[config.mk]
export PLATFORM = sky130hd
export DESIGN_NAME = lrc_packet_framer_unit
export DESIGN_NICKNAME = d
export VERILOG_FILES = /design/src/sv/lrc_pf_pkg.sv /design/src/sv/lrc_packet_framer_unit.sv /design/src/sv/lrc_pf_ctrl.sv /design/src/sv/lrc_pf_ser.sv
export SDC_FILE = /design/constraint.sdc
export NUM_CORES = 1
export LEC_CHECK = 0
export ABC_AREA = 1
export BUFFER_PORTS_ARGS = -buffer_cell sky130_fd_sc_hd__clkbuf_2
export CAP_MARGIN = 20
export CORE_ASPECT_RATIO = 0.75
export CORE_MARGIN = 2
export CORE_UTILIZATION = 50
export CTS_CLUSTER_DIAMETER = 100
export DETAILED_ROUTE_END_ITERATION = 10
export PLACE_DENSITY = 0.75
export SLEW_MARGIN = 30
export SYNTH_ARGS = -nofsm -noshare
export SYNTH_HDL_FRONTEND = slang
export SYNTH_SLANG_ARGS = --single-unit
[constraint.sdc]
create_clock -name clk -period 5.15 [get_ports clk]
set_input_delay 0.7725 -clock clk [delete_from_list [all_inputs] [get_ports clk]]
set_output_delay 0.7725 -clock clk [all_outputs]
set_load 0.02 [all_outputs]
[src/sv/lrc_pf_pkg.sv]
`default_nettype none

package lrc_pf_pkg;

    localparam logic [7:0] CH_SOH = 8'h01;
    localparam logic [7:0] CH_STX = 8'h02;
    localparam logic [7:0] CH_ETX = 8'h03;
    localparam logic [7:0] CH_EOT = 8'h04;
    localparam logic [7:0] CH_ERR = 8'h00;

    localparam int MAX_BEATS = 8;
    localparam int IDX_W     = $clog2(MAX_BEATS);

    localparam logic [IDX_W-1:0] LAST_ERR    = IDX_W'(0);
    localparam logic [IDX_W-1:0] LAST_EMPTY  = IDX_W'(6);
    localparam logic [IDX_W-1:0] LAST_SINGLE = IDX_W'(7);
    localparam logic [IDX_W-1:0] LAST_OPEN   = IDX_W'(4);
    localparam logic [IDX_W-1:0] LAST_CONT   = IDX_W'(0);
    localparam logic [IDX_W-1:0] LAST_CLOSE  = IDX_W'(3);

    typedef logic [7:0] byte_t;

    // All output beats caused by one input item.
    typedef struct packed {
        byte_t [MAX_BEATS-1:0] beats;
        logic  [IDX_W-1:0]     last_idx;
        logic                  close;
        logic                  err;
    } desc_t;

endpackage

`default_nettype wire

[src/sv/lrc_packet_framer_unit.sv]
// The first beat of an item's results is offered in the cycle after the item is accepted.
// An item causing n result beats (n from 1 to 8) holds the output until its last beat is taken.
// Non-final continuation items give one beat each: one item per cycle unless m_tready is low.
// The output beat register is the only buffer; a new item is taken as the last beat leaves.
// Reset is asynchronous and active low; it closes any open frame and empties the output.
`default_nettype none

module lrc_packet_framer_unit
    import lrc_pf_pkg::*;
(
    input  wire logic        clk,
    input  wire logic        rst_n,
    input  wire logic        s_tvalid,
    output logic             s_tready,
    input  wire logic [23:0] s_tdata,   // payload_length[15:0], data_byte[23:16]
    input  wire logic        s_tuser,   // start_req
    output logic             m_tvalid,
    input  wire logic        m_tready,
    output logic [7:0]       m_tdata,   // out_byte[7:0]
    output logic             m_tlast,
    output logic [1:0]       m_tuser    // run_last[0], seq_error[1]
);

    desc_t desc;
    logic  accept;

    assign accept = s_tvalid && s_tready;

    lrc_pf_ctrl u_ctrl (
        .clk            (clk),
        .rst_n          (rst_n),
        .accept         (accept),
        .start_req      (s_tuser),
        .payload_length (s_tdata[15:0]),
        .data_byte      (s_tdata[23:16]),
        .desc           (desc)
    );

    lrc_pf_ser u_ser (
        .clk       (clk),
        .rst_n     (rst_n),
        .load      (accept),
        .desc_in   (desc),
        .can_load  (s_tready),
        .m_tvalid  (m_tvalid),
        .m_tready  (m_tready),
        .out_byte  (m_tdata),
        .frame_end (m_tlast),
        .run_last  (m_tuser[0]),
        .seq_error (m_tuser[1])
    );

    a_err_single: assert property (@(posedge clk) disable iff (!rst_n)
        m_tvalid && m_tuser[1] |-> m_tuser[0] && !m_tlast)
        else $error("Error beat is not a single closing beat.");

    a_end_is_last: assert property (@(posedge clk) disable iff (!rst_n)
        m_tvalid && m_tlast |-> m_tuser[0] && m_tdata == CH_EOT)
        else $error("Frame end is not the final EOT beat.");

    a_accept_shows: assert property (@(posedge clk) disable iff (!rst_n)
        accept |=> m_tvalid)
        else $error("Accepted beat produced no output.");

    a_idle_ready: assert property (@(posedge clk) disable iff (!rst_n)
        !m_tvalid |-> s_tready)
        else $error("Input stalled while output is empty.");

endmodule

`default_nettype wire

[src/sv/lrc_pf_ctrl.sv]
`default_nettype none

module lrc_pf_ctrl
    import lrc_pf_pkg::*;
(
    input  wire logic        clk,
    input  wire logic        rst_n,
    input  wire logic        accept,
    input  wire logic        start_req,
    input  wire logic [15:0] payload_length,
    input  wire logic [7:0]  data_byte,
    output desc_t            desc
);

    logic        in_frame_reg;
    logic        in_frame_next;
    logic [15:0] bytes_left_reg;
    logic [15:0] bytes_left_next;
    logic [7:0]  byte_sum_reg;
    logic [7:0]  byte_sum_next;

    logic        err;
    logic        last_byte;
    logic [7:0]  sum_new;
    logic [7:0]  lrc;

    assign err       = (start_req == in_frame_reg);
    assign sum_new   = (start_req ? 8'h00 : byte_sum_reg) + data_byte;
    assign lrc       = 8'h00 - sum_new;
    assign last_byte = start_req ? (payload_length == 16'd1) : (bytes_left_reg <= 16'd1);

    always_comb
    begin
        desc            = '0;
        in_frame_next   = in_frame_reg;
        bytes_left_next = bytes_left_reg;
        byte_sum_next   = byte_sum_reg;
        if (err)
        begin
            desc.err      = 1'b1;
            desc.beats[0] = CH_ERR;
            desc.last_idx = LAST_ERR;
        end
        else if (start_req)
        begin
            desc.beats[0] = CH_SOH;
            desc.beats[1] = payload_length[7:0];
            desc.beats[2] = payload_length[15:8];
            desc.beats[3] = CH_STX;
            if (payload_length == 16'd0)
            begin
                desc.beats[4] = CH_ETX;
                desc.beats[5] = 8'h00;
                desc.beats[6] = CH_EOT;
                desc.last_idx = LAST_EMPTY;
                desc.close    = 1'b1;
            end
            else if (last_byte)
            begin
                desc.beats[4] = data_byte;
                desc.beats[5] = CH_ETX;
                desc.beats[6] = lrc;
                desc.beats[7] = CH_EOT;
                desc.last_idx = LAST_SINGLE;
                desc.close    = 1'b1;
            end
            else
            begin
                desc.beats[4]   = data_byte;
                desc.last_idx   = LAST_OPEN;
                in_frame_next   = 1'b1;
                bytes_left_next = payload_length - 16'd1;
                byte_sum_next   = sum_new;
            end
        end
        else
        begin
            desc.beats[0] = data_byte;
            if (last_byte)
            begin
                desc.beats[1]   = CH_ETX;
                desc.beats[2]   = lrc;
                desc.beats[3]   = CH_EOT;
                desc.last_idx   = LAST_CLOSE;
                desc.close      = 1'b1;
                in_frame_next   = 1'b0;
                bytes_left_next = 16'd0;
                byte_sum_next   = 8'h00;
            end
            else
            begin
                desc.last_idx   = LAST_CONT;
                bytes_left_next = bytes_left_reg - 16'd1;
                byte_sum_next   = sum_new;
            end
        end
    end

    always_ff @(posedge clk or negedge rst_n)
    begin
        if (!rst_n)
        begin
            in_frame_reg   <= 1'b0;
            bytes_left_reg <= 16'd0;
            byte_sum_reg   <= 8'h00;
        end
        else if (accept)
        begin
            in_frame_reg   <= in_frame_next;
            bytes_left_reg <= bytes_left_next;
            byte_sum_reg   <= byte_sum_next;
        end
    end

endmodule

`default_nettype wire

[src/sv/lrc_pf_ser.sv]
`default_nettype none

module lrc_pf_ser
    import lrc_pf_pkg::*;
(
    input  wire logic       clk,
    input  wire logic       rst_n,
    input  wire logic       load,
    input  wire desc_t      desc_in,
    output logic            can_load,
    output logic            m_tvalid,
    input  wire logic       m_tready,
    output logic [7:0]      out_byte,
    output logic            frame_end,
    output logic            run_last,
    output logic            seq_error
);

    logic             busy_reg;
    logic [IDX_W-1:0] idx_reg;
    desc_t            desc_reg;
    logic             at_last;

    assign at_last   = (idx_reg == desc_reg.last_idx);
    assign can_load  = !busy_reg || (m_tready && at_last);
    assign m_tvalid  = busy_reg;
    assign out_byte  = desc_reg.beats[idx_reg];
    assign frame_end = desc_reg.close && at_last;
    assign run_last  = at_last;
    assign seq_error = desc_reg.err;

    always_ff @(posedge clk or negedge rst_n)
    begin
        if (!rst_n)
        begin
            busy_reg <= 1'b0;
            idx_reg  <= '0;
        end
        else if (load)
        begin
            busy_reg <= 1'b1;
            idx_reg  <= '0;
        end
        else if (busy_reg && m_tready)
        begin
            if (at_last)
            begin
                busy_reg <= 1'b0;
            end
            else
            begin
                idx_reg <= idx_reg + IDX_W'(1);
            end
        end
    end

    always_ff @(posedge clk)
    begin
        if (load)
        begin
            desc_reg <= desc_in;
        end
    end

endmodule

`default_nettype wire

==> results summary, run 1 <==
The post-CTS setup buffer count is 0. The number of placed cells counting well taps came out at approximately 790. The floorplan die area came out at 0.0106 mm². The maximum vdd ir drop came out at about 260 µV. After routing the design area is 0.00546 mm². The element type at the critical path start is a flop. In the synthesized netlist the dominant register cell turns out to be edfxtp_1. In this run the core area contains 31 standard-cell rows. After synthesis, the cell types taking the most area are edfxtp_1 (29%), dfrtp_1 (15%), nand2_1 (11%). The global routing stage identified its most utilized layer as met2.

The via count came out at 4,252. The first-pass GRT wire length is 19,900 µm. The count of final max-slew check failures is 0.

The share of the Yosys chip area taken by registers is 0.438. The worst slew margin relative to its limit is 0.455. The antenna violation net count after detailed routing came out at 0. The final antenna diode count came out at 0. The average via count per standard cell is 5.29.

The count of input and output buffers is 41. The kind of capture point of the worst setup path is an output pin. Clock skew on the completed layout was measured at between 9 and 10 ps. Synthesis produced 629 cells. The horizontal die dimension is 118 µm. The area share of the largest cell type after synthesis is 0.289. At the pin with the least slew margin, the transition time is around 800 ps.

The ratio of cells with drive above 1 in the final layout is 0.122. The number of gates resized after cts is 0. The post-synth design cell area came out at 0.00488 mm².

The run finished with clean final reports. The routed design has 12,200 µm of wire. The synthesized design contains 76 register bits.

The clock net sink count is 76. Of the total synthesized cell area, the portion taken by AND, OR, NAND and NOR gates is 0.266. The starting density of the core is 0.510. The class of the tightest hold or removal check is reg2reg.

The met1 usage in global routing came out at 0.355. The total chip power is 2.65 mW. The total grt overflow is 0. The adder-cell share of the synthesized area is 0.0425.

In the layout the commonest cells are nand2_1 (149), inv_1 (90), nor2_1 (86). The biggest fanout along the worst timing path came out at 18. STA puts the critical path data arrival time at 2720 ps. The largest stage delay on the critical path is just over 600 ps. The portion of the clock cycle consumed by the worst path in the final layout came out at 0.678.

After clock tree synthesis, the clock-pin slew on the worst setup and hold paths is 60 ps. Routability-driven placement finished with a final weighted congestion of 0.892. For this run, asynchronously set or reset flops after synthesis account for 0.382. After the first detailed-routing iteration, the DRC count stood at 538. CTS placed an instance of clkbuf_16 at the clock tree root.

42 I/O pins were placed. The post-placement cell area is 0.00515 mm². The post-synthesis share of cell area spent on xor and xnor gates is 0.0479. The post-DP HPWL came out at 9050 µm.

The standby leakage power came out at 2.60 nW. The compound-cell area share of the yosys netlist is 0.110. After synthesis, the largest family of logic cells by area is simple AND/OR/NAND/NOR gates.

Measured against the total synthesized area, the mux share comes to 0. For this run, global-route usage on met2 was measured as 0.374. The height of the chip came out at 89.6 µm. The slowest stage of the critical path is the dfrtp_1 cell. The number of antenna violations at the first check in global routing was 0. In this run the power density over the cells is 486 mW/mm². The count of TritonRoute iterations in the first routing pass came out at 5. The achievable frequency came out at 287 MHz.

Broken down by cell family, the worst path's largest delay share belongs to buffers and inverters. The finished layout holds 804 standard cells, fillers aside. The data required time of the critical path came out at 4380 ps. Yosys mapped a number of flops with a built-in enable equal to between 40 and 50.

The hold buffer count at cts is 0. The final routed DRC violation total is 0. The number of nets in the layout is 712.

The average detailed-routed wire length per instance came out at 15.2 µm. The number of maximum-capacitance violations came out at 0. The count of distinct cell types in the synthesized netlist is 37. The flip-flop count of the largest register, all copies and words added is 46. The buffers plus inverters on the worst setup path came out at 2. The cell type with the highest aggregate area in the netlist is edfxtp_1.

Final hold analysis gives a worst-case slack of 500 ps. The pin count of the biggest net entering global routing came out at 46. The post-synthesis net count came out at between 600 and 700. The H-tree was split into 3 levels.

The global router's overall resource usage came out at 0.245. The hold violation total from the final report is 0. Setup repair after global routing left no endpoint under its margin. The post-synthesis to final-layout area growth is 11.7%.

The most common cell after layout, fill and taps aside is nand2_1. The clock reaches the later pin of the worst-skew pair after 340 ps. Clock tree synthesis inserted a total of 9 buffers. The clock passes through at most 2 buffers. The count of endpoints failing setup in the final report came out at 0. The total number of yosys warnings is 0. The setup TNS came out at 0 ps. In this run the standard cell core region covers 0.00958 mm². The minimum clock period came out at 3490 ps. Walking the worst path, the cells encountered are clkinv_1 > nor2_1 > a221oi_1 > a21oi_1 > clkbuf_2. The clock tree from TritonCTS is built. The worst setup path is of the reg2out kind.

The via count of the first global-routing pass is 3,904. In the global route stage, met3 resource usage came out at 0.0505. The mean instance size in the synthesized netlist came out at between 7 and 8 µm².
## layer usage
metal  up-vias  part of all wire  wire length (µm)
met4         0             0.018               214
li1       2107                 -                 -
met3        18             0.070               861
met1      1969              0.48              5820
met5         -                 0                 0
met2       158              0.44              5320
## logic make-up after synthesis
logic type | count (synthesis)
compound gates | 100
simple gates | 301
buf+inv | 111
xor+xnor | 25
flops | 76
fa+ha+maj | 16
## layout make-up
| type | count | area (µm²) |
|---|---|---|
| tap | 132 | 165 |
| clock buffer | 10 | 229 |
| fill | 923 | 4120 |
| multi-input combinational | 442 | 2280 |
| inverter | 95 | 362 |
| timing repair buffer | 43 | 224 |
| sequential | 76 | 2140 |
| clock inverter | 6 | 62.6 |
## per-stage QoR
stage          utilization  worst slack (ps)
3_5_place_dp         0.538              1840
2_1_floorplan            -              2050
3_3_place_gp         0.538              1980
6_report             0.570              1660
5_1_grt              0.570              1400
4_1_cts              0.568              1650
## worst register-to-register path: cells and delay by family (launching register included)
family | cells | cell delay (ps)
buffers and inverters | 1 | 50
DFF | 1 | 370
and+or+nand+nor | 9 | 1020
adders and majority gates | 2 | 680
## cell usage after synthesis (2+ instances only)
cell / number
nand4_1: 9
nand3_1: 33
o21ai_0: 60
nand2_2: 5
buf_2: 2
clkinv_1: 2
inv_1: 91
clkbuf_1: 7
a221oi_1: 2
nor3_1: 4
xnor2_2: 2
nor2_1: 86
edfxtp_1: 47
nor2_2: 3
dfrtp_1: 29
buf_4: 2
nand2_1: 149
o22ai_1: 11
ha_1: 15
buf_6: 5
o21ai_1: 4
nor2_4: 2
nand2_4: 5
o21ai_2: 3
a21oi_1: 18
xor2_1: 15
xnor2_1: 8
## worst paths after layout
kind / startpoint / end / slack (ps) / cells past startpoint
max in group asynchronous: rst_n / u_ctrl.byte_sum_reg[1] / 4120 / 1
worst min register to register: u_ctrl.byte_sum_reg[5] / u_ctrl.byte_sum_reg[5] / 500 / 2
worst max register to register: u_ctrl.byte_sum_reg[0] / u_ser.desc_reg[28] / 2780 / 12
worst max-delay path: u_ser.idx_reg[1] / m_tdata[0] / 1660 / 5
min in group asynchronous: rst_n / u_ctrl.bytes_left_reg[7] / 520 / 1
worst min-delay path: u_ctrl.byte_sum_reg[5] / u_ctrl.byte_sum_reg[5] / 500 / 2
## power breakdown
group          leakage (nW)  switching (mW)  internal [mW]
clock                 0.147           0.250          0.375
sequential            0.797           0.132          0.811
combinational          1.66           0.721          0.364
Power figures use the tool's default switching activity.
==> run 2, diff against run 1 <==
- PLACE_DENSITY: 0.75 -> 0.77
- clock period: 5.15 -> 3 ns (I/O delays scaled with it)
==> run 2 against run 1 <==
Sequential cell count did not move. Register-to-register slack got worse by 2200 ps. Worst hold slack got worse by 310 ps. Setup slack got worse by 1400 ps. Non-clock buffer count rose by 3. Total power rose by 72%. Highest routed layer unchanged.
==> results summary, run 2 (synthesized netlist as in run 1, its figures left out) <==
The clock net sink count was 76 (unchanged). The first-pass GRT wire length came out at 20,100 µm (+1.0%). The count of TritonRoute iterations in the first routing pass is 5 (unchanged).

The clock latency of the later-clocked register in the worst-skew pair is 340 ps (about the same). The total grt overflow is 0 (unchanged). The number of antenna violations at the first check in global routing came to 0 (unchanged). The register-to-register setup slack is 570 ps (-2210 ps).

The hold buffer count at cts came out at 0 (unchanged). Setup repair after global routing left no endpoint under its margin. The average detailed-routed wire length per instance is 15.0 µm (-1.2%).

The number of H-tree levels came out at 3 (unchanged). The ratio of cells with drive above 1 in the final layout came to 0.124 (+0.00242). The tree is rooted in a clkbuf_16. The worst-margin pin slew is 952 ps (+135 ps). The worst clock skew on the final layout is 8.73 ps (-0.674 ps). The total I/O pin count is 42 (unchanged). The post-layout utilization of the core came to 0.573 (+0.00366).

The worst hold slack is 189 ps (-312 ps). The internal power component is 2.68 mW (+73%). The TritonCTS buffer count is 9 (unchanged). The standard-cell row count is 31 (unchanged).

The final RePlAce weighted congestion is 0.931 (+4.3%). The library cell used most frequently in the layout, excluding fill and tap cells, is nand2_1. The pre-CTS setup slack is 414 ps (-1430 ps). The run finished with clean final reports. The fraction of power consumed by sequential logic came out at 0.354 (-0.002). The total chip power came out at 4.57 mW (+72%). The height of the chip came to 89.6 µm (unchanged).

The core area came out at 0.00958 mm² (unchanged). The minimum clock period came out at 2710 ps. The number of maximum-capacitance violations was 0 (unchanged).

The count of endpoints failing setup in the final report came to 0 (unchanged). By startpoint and endpoint, the worst setup path is classified as reg2out. The net switching power came to 1.89 mW (+71%).

The aggregate routed wire length is 12,100 µm (-0.83%). The average via count per standard cell is 5.27 (-0.30%). The power density over the cells is 832 mW/mm² (+71%).

The clock tree from TritonCTS is built. The antenna violation net count after detailed routing came out at 0 (unchanged). The number of gates resized after cts came to 0 (unchanged). The maximum vdd ir drop came to 407 µV (+57%). The final routed DRC violation total came out at 0 (unchanged). The worst slew margin relative to its limit is 0.363 (-0.0919). The count of final max-slew check failures is 0 (unchanged). The data arrival time at the worst-slack endpoint was 2260 ps (-460 ps). The combinational cell fraction of total power came to 0.409 (about the same). The number of design-rule violations left by the first detailed-router iteration is 542 (+0.74%).

The global router's overall resource usage is 0.247 (+0.00204). The hold violation total from the final report came out at 0 (unchanged). The clock power share is 0.237 (about the same). Leaving out fill and tap cells, the most frequent cells in the layout are nand2_1 (149), inv_1 (91), nor2_1 (86). The count of input and output buffers was 41 (unchanged).

The number of nets in the layout is 715 (+0.42%). STA classifies the critical path startpoint as a flop. The horizontal die dimension was 118 µm (unchanged). The via count of the first global-routing pass is 4,050 (+3.7%). The worst hold path belongs to the class in2async.

The via count came out at 4,255 (+0.071%). The minimum setup slack in the final design was 291 ps (-1370 ps). The final antenna diode count came out at 0 (unchanged). The flip-flop count of the largest register, all copies and words added is 46 (unchanged).

The starting density of the core came out at 0.510 (unchanged). The biggest fanout along the worst timing path is 11 (-7). The clock-pin slew reported for the worst setup and hold paths after clock tree synthesis came out at 60 ps (about the same). The data required time of the critical path is 2550 ps (-1830 ps).

The multi-input logic area is 0.00228 mm² (unchanged). The number of filler cells placed in the layout came out at 896 (-2.9%). The pin count of the biggest net entering global routing came out at 49 (+6.5%).

Compared with the post-synthesis result, the final layout area differs by 12.5%. The post-DP HPWL came out at 9180 µm (+1.4%). STA classifies the critical path endpoint as an output pin. The setup TNS is 0 ps (unchanged). The largest buffer count on any clock path is 2 (unchanged). The switching portion of total power came out at 0.414 (-0.00156). The floorplan die area came out at 0.0106 mm² (unchanged). In the finished design, the share of the clock period the worst path needs comes to 0.903. The standby leakage power was 2.62 nW (+0.49%). The post-CTS setup buffer count is 0 (unchanged). The storage element area is 0.00214 mm² (unchanged). For this run, the top clock speed supported by timing is 369 MHz.
run 2: cell types whose count changed in the layout (fill, tap and decap cells not counted), sizes merged:
| cell | change |
|---|---|
| clkinv | -2 |
| buf | +3 |
| clkinvlp | +2 |
run 2: path summary, 6_finish.rpt:
kind / startpoint / to / depth (start not counted)
worst max register to register: u_ser.idx_reg[0] / u_ctrl.bytes_left_reg[2] / 8
max in group asynchronous: rst_n / u_ctrl.byte_sum_reg[0] / 1
worst min-delay path: rst_n / u_ctrl.bytes_left_reg[5] / 1
worst min register to register: u_ctrl.byte_sum_reg[0] / u_ctrl.byte_sum_reg[0] / 2
worst max-delay path: u_ser.idx_reg[1] / m_tdata[1] / 5
min in group clk: s_tvalid / u_ser.m_tvalid / 3
run 2: critical path, stage by stage, from the launching register on:
cell and delay [ps]:
dfrtp_1 620, clkinv_1 160, nor2_1 510, a221oi_1 210, a31oi_1 220, clkbuf_2 200
run 2: per-layer routing:
layer	share of wire	track usage	vias to the layer above
met5	0	0	-
met4	0.017	0.0778	0
met3	0.081	0.0473	17
met2	0.44	0.396	179
met1	0.46	0.344	1944
li1	-	-	2115
run 2: area by class of cell:
| class | instances | share of cell area |
|---|---|---|
| Multi-Input combinational cell | 442 | 0.415 |
| Clock inverter | 6 | 0.0121 |
| Sequential cell | 76 | 0.389 |
| Clock buffer | 10 | 0.0417 |
| Timing Repair Buffer | 46 | 0.0465 |
| Tap cell | 132 | 0.0301 |
| Inverter | 95 | 0.0658 |
run 2: through the flow:
step | std cells | area, µm²
2_1_floorplan | 629 | 4880
3_5_place_dp | 791 | 5200
3_3_place_gp | 791 | 5200
4_1_cts | 807 | 5490
5_1_grt | 807 | 5490
6_report | 807 | 5490
run 2: power groups by stage:
| stage | Combinational [mW] | Sequential [mW] | Clock [mW] |
|---|---|---|---|
| 2_1_floorplan | 1.46 | 1.54 | 0 |
| 3_3_place_gp | 1.80 | 1.62 | 0 |
| 3_5_place_dp | 1.85 | 1.63 | 0 |
| 4_1_cts | 1.86 | 1.61 | 1.09 |
| 5_1_grt | 2.12 | 1.65 | 1.13 |
| 6_report | 1.87 | 1.62 | 1.08 |
